**config.mk**
```make
export PLATFORM = sky130hd
export DESIGN_NAME = sparse_polynomial_merge_add_flat
export DESIGN_NICKNAME = d
export VERILOG_FILES = /design/src/hdl/spma_pkg.sv /design/src/hdl/spma_req_if.sv /design/src/hdl/spma_rsp_if.sv /design/src/hdl/spma_ram.sv /design/src/hdl/spma_merge.sv /design/src/hdl/sparse_polynomial_merge_add.sv /design/src/flat_wrapper.sv
export VERILOG_INCLUDE_DIRS = /design/src /design/src/hdl
export SDC_FILE = /design/constraint.sdc
export NUM_CORES = 1
export LEC_CHECK = 0
export ABC_AREA = 1
export ABC_CLOCK_PERIOD_IN_PS = 5700
export BUFFER_PORTS_ARGS = -buffer_cell sky130_fd_sc_hd__buf_2
export CORE_MARGIN = 1
export CORE_UTILIZATION = 36
export DETAILED_ROUTE_END_ITERATION = 6
export HOLD_SLACK_MARGIN = 0.06
export PLACE_DENSITY_LB_ADDON = 0.08
export SETUP_SLACK_MARGIN = 0.02
export SLEW_MARGIN = 20
export SYNTH_ARGS = -nofsm -noshare
export SYNTH_HDL_FRONTEND = slang
export SYNTH_SLANG_ARGS = --single-unit
```
**constraint.sdc**
```tcl
create_clock -name clk_i -period 5.7 [get_ports clk_i]
set_input_delay 0.855 -clock clk_i [delete_from_list [all_inputs] [get_ports clk_i]]
set_output_delay 0.855 -clock clk_i [all_outputs]
set_load 0.05 [all_outputs]
```
**src/hdl/sparse_polynomial_merge_add_macros.svh**
```systemverilog
// -----------------------------------------------------------------------------
// Sparse polynomial merge add: assertion macros
// Concurrent checks with an asynchronous active-low reset disable.
// -----------------------------------------------------------------------------
`ifndef SPARSE_POLYNOMIAL_MERGE_ADD_MACROS_SVH
`define SPARSE_POLYNOMIAL_MERGE_ADD_MACROS_SVH
`ifndef ASSERT_OFF
`define SPMA_ASSERT(lbl, clk, rstn, prop, msg) \
  lbl: assert property (@(posedge clk) disable iff (!rstn) prop) else $error(msg);
`define SPMA_ASSERT_NEVER(lbl, clk, rstn, cond, msg) \
  lbl: assert property (@(posedge clk) disable iff (!rstn) !(cond)) else $error(msg);
`else
`define SPMA_ASSERT(lbl, clk, rstn, prop, msg)
`define SPMA_ASSERT_NEVER(lbl, clk, rstn, cond, msg)
`endif
`endif

```
**src/hdl/spma_pkg.sv**
```systemverilog
// -----------------------------------------------------------------------------
// Sparse polynomial merge add: package
// Opcodes, sequencer states and the stored term type.
// -----------------------------------------------------------------------------
package spma_pkg;

  localparam int unsigned CoefW    = 16;
  localparam int unsigned SumW     = 17;
  localparam int unsigned PowerW   = 8;

  typedef enum logic [1:0] {
    OP_LOAD_A = 2'd0,
    OP_LOAD_B = 2'd1,
    OP_RUN    = 2'd2
  } opcode_e;

  typedef enum logic [1:0] {
    ST_IDLE,
    ST_RUN,
    ST_FLUSH
  } state_e;

  typedef struct packed {
    logic signed [CoefW-1:0] coef;
    logic        [PowerW-1:0] power;
  } term_t;

endpackage

```
**src/hdl/spma_req_if.sv**
```systemverilog
// -----------------------------------------------------------------------------
// Sparse polynomial merge add: request channel
// Valid/ready channel carrying one load or run request.
// -----------------------------------------------------------------------------
interface spma_req_if;
  logic                                      valid;
  logic                                      ready;
  logic [1:0]                                opcode;
  logic signed [spma_pkg::CoefW-1:0]         coef_in;
  logic        [spma_pkg::PowerW-1:0]        power_in;

  modport source (output valid, output opcode, output coef_in, output power_in, input ready);
  modport sink   (input valid, input opcode, input coef_in, input power_in, output ready);
endinterface

```
**src/hdl/spma_rsp_if.sv**
```systemverilog
// -----------------------------------------------------------------------------
// Sparse polynomial merge add: result channel
// Valid/ready channel carrying one term of the sum.
// -----------------------------------------------------------------------------
interface spma_rsp_if;
  logic                                valid;
  logic                                ready;
  logic signed [spma_pkg::SumW-1:0]    coef_out;
  logic        [spma_pkg::PowerW-1:0]  power_out;
  logic                                is_last;
  logic                                is_empty;
  logic                                overflow;

  modport source (output valid, output coef_out, output power_out, output is_last,
                  output is_empty, output overflow, input ready);
  modport sink   (input valid, input coef_out, input power_out, input is_last,
                  input is_empty, input overflow, output ready);
endinterface

```
**src/hdl/spma_ram.sv**
```systemverilog
// -----------------------------------------------------------------------------
// Sparse polynomial merge add: generic RAM
// One write port, one read port with registered read data.
// -----------------------------------------------------------------------------
module spma_ram #(
  parameter int unsigned WIDTH = 24,
  parameter int unsigned DEPTH = 16,
  localparam int unsigned AW   = (DEPTH > 1) ? $clog2(DEPTH) : 1
) (
  input  logic             clk_i,
  input  logic             we_i,
  input  logic [AW-1:0]    waddr_i,
  input  logic [WIDTH-1:0] wdata_i,
  input  logic [AW-1:0]    raddr_i,
  output logic [WIDTH-1:0] rdata_o
);

  logic [WIDTH-1:0] mem_q [DEPTH];

  always_ff @(posedge clk_i) begin
    if (we_i) begin
      mem_q[waddr_i] <= wdata_i;
    end
    rdata_o <= mem_q[raddr_i];
  end

endmodule

```
**src/hdl/spma_merge.sv**
```systemverilog
// -----------------------------------------------------------------------------
// Sparse polynomial merge add: merge sequencer
// Walks both stores, one entry step per cycle unless stalled, emits the sum.
// -----------------------------------------------------------------------------
module spma_merge #(
  parameter int unsigned MAX_TERMS = 16,
  localparam int unsigned AW = (MAX_TERMS > 1) ? $clog2(MAX_TERMS) : 1,
  localparam int unsigned CW = $clog2(MAX_TERMS + 1)
) (
  input  logic                clk_i,
  input  logic                rst_ni,
  input  logic                start_i,
  input  logic [CW-1:0]       cnt_a_i,
  input  logic [CW-1:0]       cnt_b_i,
  input  logic                ovf_i,
  input  spma_pkg::term_t     rdata_a_i,
  input  spma_pkg::term_t     rdata_b_i,
  output logic [AW-1:0]       raddr_a_o,
  output logic [AW-1:0]       raddr_b_o,
  output logic                busy_o,
  output logic                clear_o,
  spma_rsp_if.source          rsp_o
);

  spma_pkg::state_e state_q, state_d;
  logic [CW-1:0] i_q, i_d, j_q, j_d;

  logic                                p_valid_q, p_valid_d;
  logic signed [spma_pkg::SumW-1:0]    p_coef_q, p_coef_d;
  logic        [spma_pkg::PowerW-1:0]  p_pow_q, p_pow_d;

  logic                                o_valid_q, o_valid_d;
  logic signed [spma_pkg::SumW-1:0]    o_coef_q, o_coef_d;
  logic        [spma_pkg::PowerW-1:0]  o_pow_q, o_pow_d;
  logic                                o_last_q, o_last_d;
  logic                                o_empty_q, o_empty_d;
  logic                                o_ovf_q, o_ovf_d;

  logic                                a_has, b_has, run_done, o_free, stall;
  logic                                take_a, take_b, emit;
  logic signed [spma_pkg::SumW-1:0]    coef_a, coef_b, sum, e_coef;
  logic        [spma_pkg::PowerW-1:0]  e_pow;

  assign a_has    = (i_q < cnt_a_i);
  assign b_has    = (j_q < cnt_b_i);
  assign run_done = !a_has && !b_has;
  assign o_free   = !o_valid_q || rsp_o.ready;
  assign stall    = p_valid_q && !o_free;
  assign coef_a   = {rdata_a_i.coef[spma_pkg::CoefW-1], rdata_a_i.coef};
  assign coef_b   = {rdata_b_i.coef[spma_pkg::CoefW-1], rdata_b_i.coef};
  assign sum      = coef_a + coef_b;

  always_comb begin
    take_a = 1'b0;
    take_b = 1'b0;
    emit   = 1'b0;
    e_coef = coef_a;
    e_pow  = rdata_a_i.power;
    if (a_has && b_has) begin
      if (rdata_a_i.power == rdata_b_i.power) begin
        take_a = 1'b1;
        take_b = 1'b1;
        emit   = (sum != '0);
        e_coef = sum;
      end else if (rdata_a_i.power > rdata_b_i.power) begin
        take_a = 1'b1;
        emit   = 1'b1;
      end else begin
        take_b = 1'b1;
        emit   = 1'b1;
        e_coef = coef_b;
        e_pow  = rdata_b_i.power;
      end
    end else if (a_has) begin
      take_a = 1'b1;
      emit   = 1'b1;
    end else if (b_has) begin
      take_b = 1'b1;
      emit   = 1'b1;
      e_coef = coef_b;
      e_pow  = rdata_b_i.power;
    end
  end

  always_comb begin
    state_d = state_q;
    case (state_q)
      spma_pkg::ST_IDLE: begin
        if (start_i) state_d = spma_pkg::ST_RUN;
      end
      spma_pkg::ST_RUN: begin
        if (run_done) state_d = spma_pkg::ST_FLUSH;
      end
      spma_pkg::ST_FLUSH: begin
        if (o_free) state_d = spma_pkg::ST_IDLE;
      end
      default: state_d = spma_pkg::ST_IDLE;
    endcase
  end

  always_comb begin
    i_d       = i_q;
    j_d       = j_q;
    p_valid_d = p_valid_q;
    p_coef_d  = p_coef_q;
    p_pow_d   = p_pow_q;
    o_valid_d = o_valid_q && !rsp_o.ready;
    o_coef_d  = o_coef_q;
    o_pow_d   = o_pow_q;
    o_last_d  = o_last_q;
    o_empty_d = o_empty_q;
    o_ovf_d   = o_ovf_q;
    clear_o   = 1'b0;
    case (state_q)
      spma_pkg::ST_IDLE: begin
        if (start_i) begin
          i_d       = '0;
          j_d       = '0;
          p_valid_d = 1'b0;
        end
      end
      spma_pkg::ST_RUN: begin
        if (!stall && !run_done) begin
          if (take_a) i_d = i_q + CW'(1);
          if (take_b) j_d = j_q + CW'(1);
          if (emit) begin
            p_valid_d = 1'b1;
            p_coef_d  = e_coef;
            p_pow_d   = e_pow;
            if (p_valid_q) begin
              o_valid_d = 1'b1;
              o_coef_d  = p_coef_q;
              o_pow_d   = p_pow_q;
              o_last_d  = 1'b0;
              o_empty_d = 1'b0;
              o_ovf_d   = ovf_i;
            end
          end
        end
      end
      spma_pkg::ST_FLUSH: begin
        if (o_free) begin
          o_valid_d = 1'b1;
          o_coef_d  = p_valid_q ? p_coef_q : '0;
          o_pow_d   = p_valid_q ? p_pow_q : '0;
          o_last_d  = 1'b1;
          o_empty_d = !p_valid_q;
          o_ovf_d   = ovf_i;
          p_valid_d = 1'b0;
          clear_o   = 1'b1;
        end
      end
      default: begin
        p_valid_d = 1'b0;
      end
    endcase
  end

  always_ff @(posedge clk_i or negedge rst_ni) begin
    if (!rst_ni) begin
      state_q   <= spma_pkg::ST_IDLE;
      i_q       <= '0;
      j_q       <= '0;
      p_valid_q <= 1'b0;
      o_valid_q <= 1'b0;
    end else begin
      state_q   <= state_d;
      i_q       <= i_d;
      j_q       <= j_d;
      p_valid_q <= p_valid_d;
      o_valid_q <= o_valid_d;
    end
  end

  always_ff @(posedge clk_i) begin
    p_coef_q  <= p_coef_d;
    p_pow_q   <= p_pow_d;
    o_coef_q  <= o_coef_d;
    o_pow_q   <= o_pow_d;
    o_last_q  <= o_last_d;
    o_empty_q <= o_empty_d;
    o_ovf_q   <= o_ovf_d;
  end

  assign raddr_a_o       = i_d[AW-1:0];
  assign raddr_b_o       = j_d[AW-1:0];
  assign busy_o          = (state_q != spma_pkg::ST_IDLE);
  assign rsp_o.valid     = o_valid_q;
  assign rsp_o.coef_out  = o_coef_q;
  assign rsp_o.power_out = o_pow_q;
  assign rsp_o.is_last   = o_last_q;
  assign rsp_o.is_empty  = o_empty_q;
  assign rsp_o.overflow  = o_ovf_q;

endmodule

```
**src/hdl/sparse_polynomial_merge_add.sv**
```systemverilog
// Load request: accepted whenever no merge is in progress.
// Run request: at most count A + count B merge steps, each limited by the single read port
// of each term RAM, then an end-detect step and a flush step; output stalls hold the walk.
// Results: each term is held in a pending register and moves to the output register when
// the next term is emitted or, for the last term, at the flush; cancelled sums emit nothing.
// Reset clears both counts and the overflow flag; term RAM contents stay undefined until loaded.
// -----------------------------------------------------------------------------
// Sparse polynomial merge add: top level
// Term stores with load counters and the merge sequencer.
// -----------------------------------------------------------------------------
`include "sparse_polynomial_merge_add_macros.svh"

module sparse_polynomial_merge_add #(
  parameter int unsigned MAX_TERMS = 16
) (
  input  logic         clk_i,
  input  logic         rst_ni,
  spma_req_if.sink     req_i,
  spma_rsp_if.source   rsp_o
);

  localparam int unsigned AW = (MAX_TERMS > 1) ? $clog2(MAX_TERMS) : 1;
  localparam int unsigned CW = $clog2(MAX_TERMS + 1);
  localparam int unsigned TW = $bits(spma_pkg::term_t);

  logic [CW-1:0]   cnt_a_q, cnt_a_d, cnt_b_q, cnt_b_d;
  logic            ovf_q, ovf_d;
  logic            accept, busy, clear, start, load_a, load_b, we_a, we_b;
  logic [AW-1:0]   raddr_a, raddr_b;
  spma_pkg::term_t wterm, rdata_a, rdata_b;

  assign accept      = req_i.valid && req_i.ready;
  assign req_i.ready = !busy;
  assign load_a      = accept && (req_i.opcode == spma_pkg::OP_LOAD_A);
  assign load_b      = accept && (req_i.opcode == spma_pkg::OP_LOAD_B);
  assign start       = accept && (req_i.opcode == spma_pkg::OP_RUN);
  assign we_a        = load_a && (cnt_a_q < CW'(MAX_TERMS));
  assign we_b        = load_b && (cnt_b_q < CW'(MAX_TERMS));
  assign wterm.coef  = req_i.coef_in;
  assign wterm.power = req_i.power_in;

  always_comb begin
    cnt_a_d = cnt_a_q;
    cnt_b_d = cnt_b_q;
    ovf_d   = ovf_q;
    if (clear) begin
      cnt_a_d = '0;
      cnt_b_d = '0;
      ovf_d   = 1'b0;
    end else begin
      if (we_a) cnt_a_d = cnt_a_q + CW'(1);
      if (we_b) cnt_b_d = cnt_b_q + CW'(1);
      if ((load_a && !we_a) || (load_b && !we_b)) ovf_d = 1'b1;
    end
  end

  always_ff @(posedge clk_i or negedge rst_ni) begin
    if (!rst_ni) begin
      cnt_a_q <= '0;
      cnt_b_q <= '0;
      ovf_q   <= 1'b0;
    end else begin
      cnt_a_q <= cnt_a_d;
      cnt_b_q <= cnt_b_d;
      ovf_q   <= ovf_d;
    end
  end

  spma_ram #(.WIDTH(TW), .DEPTH(MAX_TERMS)) u_ram_a (
    .clk_i   (clk_i),
    .we_i    (we_a),
    .waddr_i (cnt_a_q[AW-1:0]),
    .wdata_i (wterm),
    .raddr_i (raddr_a),
    .rdata_o (rdata_a)
  );

  spma_ram #(.WIDTH(TW), .DEPTH(MAX_TERMS)) u_ram_b (
    .clk_i   (clk_i),
    .we_i    (we_b),
    .waddr_i (cnt_b_q[AW-1:0]),
    .wdata_i (wterm),
    .raddr_i (raddr_b),
    .rdata_o (rdata_b)
  );

  spma_merge #(.MAX_TERMS(MAX_TERMS)) u_merge (
    .clk_i     (clk_i),
    .rst_ni    (rst_ni),
    .start_i   (start),
    .cnt_a_i   (cnt_a_q),
    .cnt_b_i   (cnt_b_q),
    .ovf_i     (ovf_q),
    .rdata_a_i (rdata_a),
    .rdata_b_i (rdata_b),
    .raddr_a_o (raddr_a),
    .raddr_b_o (raddr_b),
    .busy_o    (busy),
    .clear_o   (clear),
    .rsp_o     (rsp_o)
  );

  `SPMA_ASSERT_NEVER(a_cnt_bound, clk_i, rst_ni, (cnt_a_q > CW'(MAX_TERMS)) || (cnt_b_q > CW'(MAX_TERMS)), "term count beyond store depth")
  `SPMA_ASSERT(a_clear_busy, clk_i, rst_ni, clear |-> busy, "store clear outside a merge")
  `SPMA_ASSERT(a_clear_done, clk_i, rst_ni, clear |=> (cnt_a_q == '0) && (cnt_b_q == '0) && !ovf_q, "stores not empty after merge")
  `SPMA_ASSERT_NEVER(a_no_write_busy, clk_i, rst_ni, busy && (we_a || we_b), "store write during merge walk")

endmodule

```
**src/flat_wrapper.sv**
```systemverilog
// flat-port wrapper written by rule: the top's interface ports become plain ports
module sparse_polynomial_merge_add_flat 
#(
  parameter int unsigned MAX_TERMS = 16
)
  (clk_i, rst_ni, req_i_valid, req_i_opcode, req_i_coef_in, req_i_power_in, req_i_ready, rsp_o_valid, rsp_o_coef_out, rsp_o_power_out, rsp_o_is_last, rsp_o_is_empty, rsp_o_overflow, rsp_o_ready);
  spma_req_if req_i_i ();
  spma_rsp_if rsp_o_i ();
  input  logic clk_i;
  input  logic rst_ni;
  input wire logic [$bits(req_i_i.valid)-1:0] req_i_valid;
  input wire logic [$bits(req_i_i.opcode)-1:0] req_i_opcode;
  input wire logic [$bits(req_i_i.coef_in)-1:0] req_i_coef_in;
  input wire logic [$bits(req_i_i.power_in)-1:0] req_i_power_in;
  output wire logic [$bits(req_i_i.ready)-1:0] req_i_ready;
  output wire logic [$bits(rsp_o_i.valid)-1:0] rsp_o_valid;
  output wire logic [$bits(rsp_o_i.coef_out)-1:0] rsp_o_coef_out;
  output wire logic [$bits(rsp_o_i.power_out)-1:0] rsp_o_power_out;
  output wire logic [$bits(rsp_o_i.is_last)-1:0] rsp_o_is_last;
  output wire logic [$bits(rsp_o_i.is_empty)-1:0] rsp_o_is_empty;
  output wire logic [$bits(rsp_o_i.overflow)-1:0] rsp_o_overflow;
  input wire logic [$bits(rsp_o_i.ready)-1:0] rsp_o_ready;
  assign req_i_i.valid = req_i_valid;
  assign req_i_i.opcode = req_i_opcode;
  assign req_i_i.coef_in = req_i_coef_in;
  assign req_i_i.power_in = req_i_power_in;
  assign req_i_ready = req_i_i.ready;
  assign rsp_o_valid = rsp_o_i.valid;
  assign rsp_o_coef_out = rsp_o_i.coef_out;
  assign rsp_o_power_out = rsp_o_i.power_out;
  assign rsp_o_is_last = rsp_o_i.is_last;
  assign rsp_o_is_empty = rsp_o_i.is_empty;
  assign rsp_o_overflow = rsp_o_i.overflow;
  assign rsp_o_i.ready = rsp_o_ready;
  sparse_polynomial_merge_add #(.MAX_TERMS(MAX_TERMS)) u_core (.clk_i(clk_i), .rst_ni(rst_ni), .req_i(req_i_i), .rsp_o(rsp_o_i));
endmodule
```
==> out/results.ini <==
[global_routing]
antenna_found_initial = 9
grt_pass1_vias = 25500
grt_max_degree = 193
grt_first_pass_wirelength_mm = 177
grt.overflow.total = 0
track_usage_pct = 21.6

[logic_synthesis]
synth_area_per_cell_um2 = 10.7
ys_async_sr_fraction_pct = 2.80
synthFlopType = edfxtp_1
synth.largest_area_cell = edfxtp_1
syn_area_mm2 = 0.0397
synth_cell_types = 46
syn_nets = 3787
synth.top_cell.area_share_pct = 62.2
synthCells = 3711
ys_seq_area_share_pct = 66.2
synth_seq_cells = 894
synth-edff-count = 821
ys.warnings.count = 0
synth.area.top_cells = edfxtp_1 (62%), nand3_1 (11%), nand2_1 (7.3%), inv_1 (5.0%), nand3b_1 (2.8%)

[clock_tree]
numClockSinks = 894
cts_tree = built
cts_buffer_depth = 3
postCtsHoldBufs = 0
clk_latency_ps = 680
path_clk_slew_ps = 60
cts-root-buf = clkbuf_16
cts_setup_buffers = 0
ctsResizeCount = 0
numCtsBuffers = 101
h-tree-depth = 3

[timing]
finalMaxSlewViolations = 0
period_needed_ps = 4260
tightest_slew_ps = 1250
slew_headroom_pct = 16.6
finalCritPeriodShare_pct = 74.7
rsz0062_at_grt = false
final-hold-violation-count = 0
fin_setup_tns_ps = 0
setup_viol = 0
fin_worst_skew_ps = 22.2
fmax_mhz = 235
hold_slack_ps = 207

[cells_and_area]
utilization_pct = 41.3
syn_to_final_growth_pct = 13.5
design_area_mm2 = 0.0450
drive_above_1_share_pct = 9.21
nNetsFinal = 3808

[run]
cap_viol_max_count = 0

[drt]
firstDrtPassIters = 5
via_per_inst = 5.03
vias = 26400
wl_per_cell_um = 23.0
drtAntennaViolNets = 0
drt-initial-drc-count = 2136
route.detailed.drc = 0
wirelength_mm = 120

[floorplanning]
dieArea_mm2 = 0.111
start_util_pct = 36.4
die_w_um = 334
core.rowCount = 121
die_h_um = 334
ios = 60
core_area_mm2 = 0.109

[setup_path]
end_kind = flip-flop
cp.arrival_ps = 4820
start_kind = flip-flop
required_ps = 6260
crit_type = flip-flop to flip-flop
path_max_fanout = 122

[placed_design]
dp_hpwl_mm = 66.1
gp_congestion = 0.845
post_dp_cell_area_mm2 = 0.0415
port_buffers = 59

[hold_path]
hold_class = input pin to async pin

[power_and_ir_drop]
p_per_area_mw_per_mm2 = 589
ir_drop_mv = 0.597
p_leak_nw = 18.1
total_power_w = 0.0265

[run_status]
status = completed

-- synth_stat cells, types with 25 or more instances --
| cell type | count |
|---|---|
| ha_1 | 45 |
| clkbuf_1 | 44 |
| nand3_1 | 846 |
| o21ai_0 | 29 |
| dfrtp_1 | 25 |
| inv_1 | 533 |
| nand3b_1 | 149 |
| buf_4 | 36 |
| dfxtp_1 | 48 |
| a21oi_1 | 35 |
| buf_2 | 108 |
| nor2_1 | 91 |
| edfxtp_1 | 821 |
| nand2_1 | 776 |
-- flip-flops by register name, indices dropped and copies added (netlist names) --
name	count
u_core.u_ram_b.mem_q	384
u_core.u_merge.p_coef_q	17
u_core.u_merge.rsp_o.valid	1
u_core.u_merge.rsp_o.power_out	8
u_core.u_merge.j_q	5
u_core.u_ram_b.rdata_o	24
u_core.u_merge.state_q	2
u_core.u_ram_a.mem_q	384
u_core.u_ram_a.rdata_o	24
u_core.u_merge.rsp_o.is_last	1
u_core.u_merge.p_pow_q	8
u_core.u_merge.i_q	5
u_core.cnt_a_q	5
u_core.u_merge.rsp_o.is_empty	1
u_core.u_merge.rsp_o.overflow	1
u_core.cnt_b_q	5
u_core.ovf_q	1
u_core.u_merge.rsp_o.coef_out	17
u_core.u_merge.p_valid_q	1
-- layer usage --
layer	routed length (um)	global-route usage (%)
met4	3120	5.85
met5	0	0
met2	54000	33.7
met1	57600	31.5
met3	5670	2.93
-- cell usage in the layout (no fill, tap or decap), drive strengths merged --
cell and instances:
a21o 3, a22o 1, a31oi 1, ha 45
a22oi 10, nand3b 149, o22ai 8, nor3 10
o211ai 4, dfrtp 25, inv 547, clkinv 44
diode 6, nand4 9, clkbuf 134, o21bai 2
nand3 849, bufinv 12, mux2 7, a21oi 35
fa 1, xor2 6, dfxtp 48, a21boi 2
xnor2 4, nor2 100, buf 121, o21ai 35
a221o 1, o31ai 1, a211oi 2, nand2 783
nor4 1, edfxtp 821
-- final timing paths --
path                                                    from                                 endpoint  slack, ps  cells past startpoint
setup / recovery           u_core.u_ram_b.rdata_o[2]$_DFF_P_        u_core.u_ram_b.rdata_o[2]$_DFF_P_       1440                     18
hold / removal                                        rst_ni            u_core.cnt_b_q[4]$_DFFE_PN0P_        210                      1
setup reg to reg           u_core.u_ram_b.rdata_o[2]$_DFF_P_        u_core.u_ram_b.rdata_o[2]$_DFF_P_       1440                     18
hold reg to reg                     u_core.ovf_q$_DFFE_PN0P_  u_core.u_merge.rsp_o.overflow$_DFFE_PP_        450                      0
max in group asynchronous                             rst_ni          u_core.u_merge.i_q[0]$_DFF_PN0_       5060                      1
min in group clk_i                  u_core.ovf_q$_DFFE_PN0P_  u_core.u_merge.rsp_o.overflow$_DFFE_PP_        450                      0
-- power by group --
| group | total, W | leakage [nW] | switching [W] | internal (W) |
|---|---|---|---|---|
| logic | 0.0116 | 8.28 | 0.00833 | 0.00325 |
| clock network | 0.00667 | 1.67 | 0.00268 | 0.00399 |
| registers | 0.00827 | 8.14 | 0.000424 | 0.00785 |
| total | 0.0265 | 18.1 | 0.0114 | 0.0151 |
-- through the flow --
step / worst slack, ps / std cells
finish: 1440 / 5241
global route: 1050 / 5236
CTS: 1440 / 5232
detailed placement: 1440 / 5040
global placement: 1480 / 5040
floorplan: 1860 / 3711
-- worst max-delay path, cell delays in order (launching register included) --
cell     delay, ps
dfxtp_1        480
inv_1           80
ha_1           290
nand2_1         50
inv_1          130
nand4_4        320
nand3_2        230
nand3_2        130
nand2_1         80
nand2_1        150
nand2_8        490
nand2_8        660
buf_12         480
nand2_1         90
nand2_1         50
nand2_1         60
nand3_1         80
nand3_1        120
nand2_1         70
-- logic make-up after synthesis --
logic type	count (synthesis)	synth area share, %
xor gates and xnor gates	10	0.221
DFF	894	66.2
and+or+nand+nor	1901	22.5
muxes	7	0.199
buffers and inverters	748	7.88
AOI/OAI and AO/OA	105	1.61
adders and majority gates	46	1.47
-- final cells by class --
type                            instances  area, um2
Fill cell                           10600      64000
Sequential cell                       894      26200
Multi-Input combinational cell       2069      10600
Clock buffer                          134       2810
Inverter                              545       2050
Tap cell                             1414       1770
Timing Repair Buffer                  121        888
Clock inverter                         58        584
Antenna cell                            6       15.0
Power figures use the tool's default switching activity.
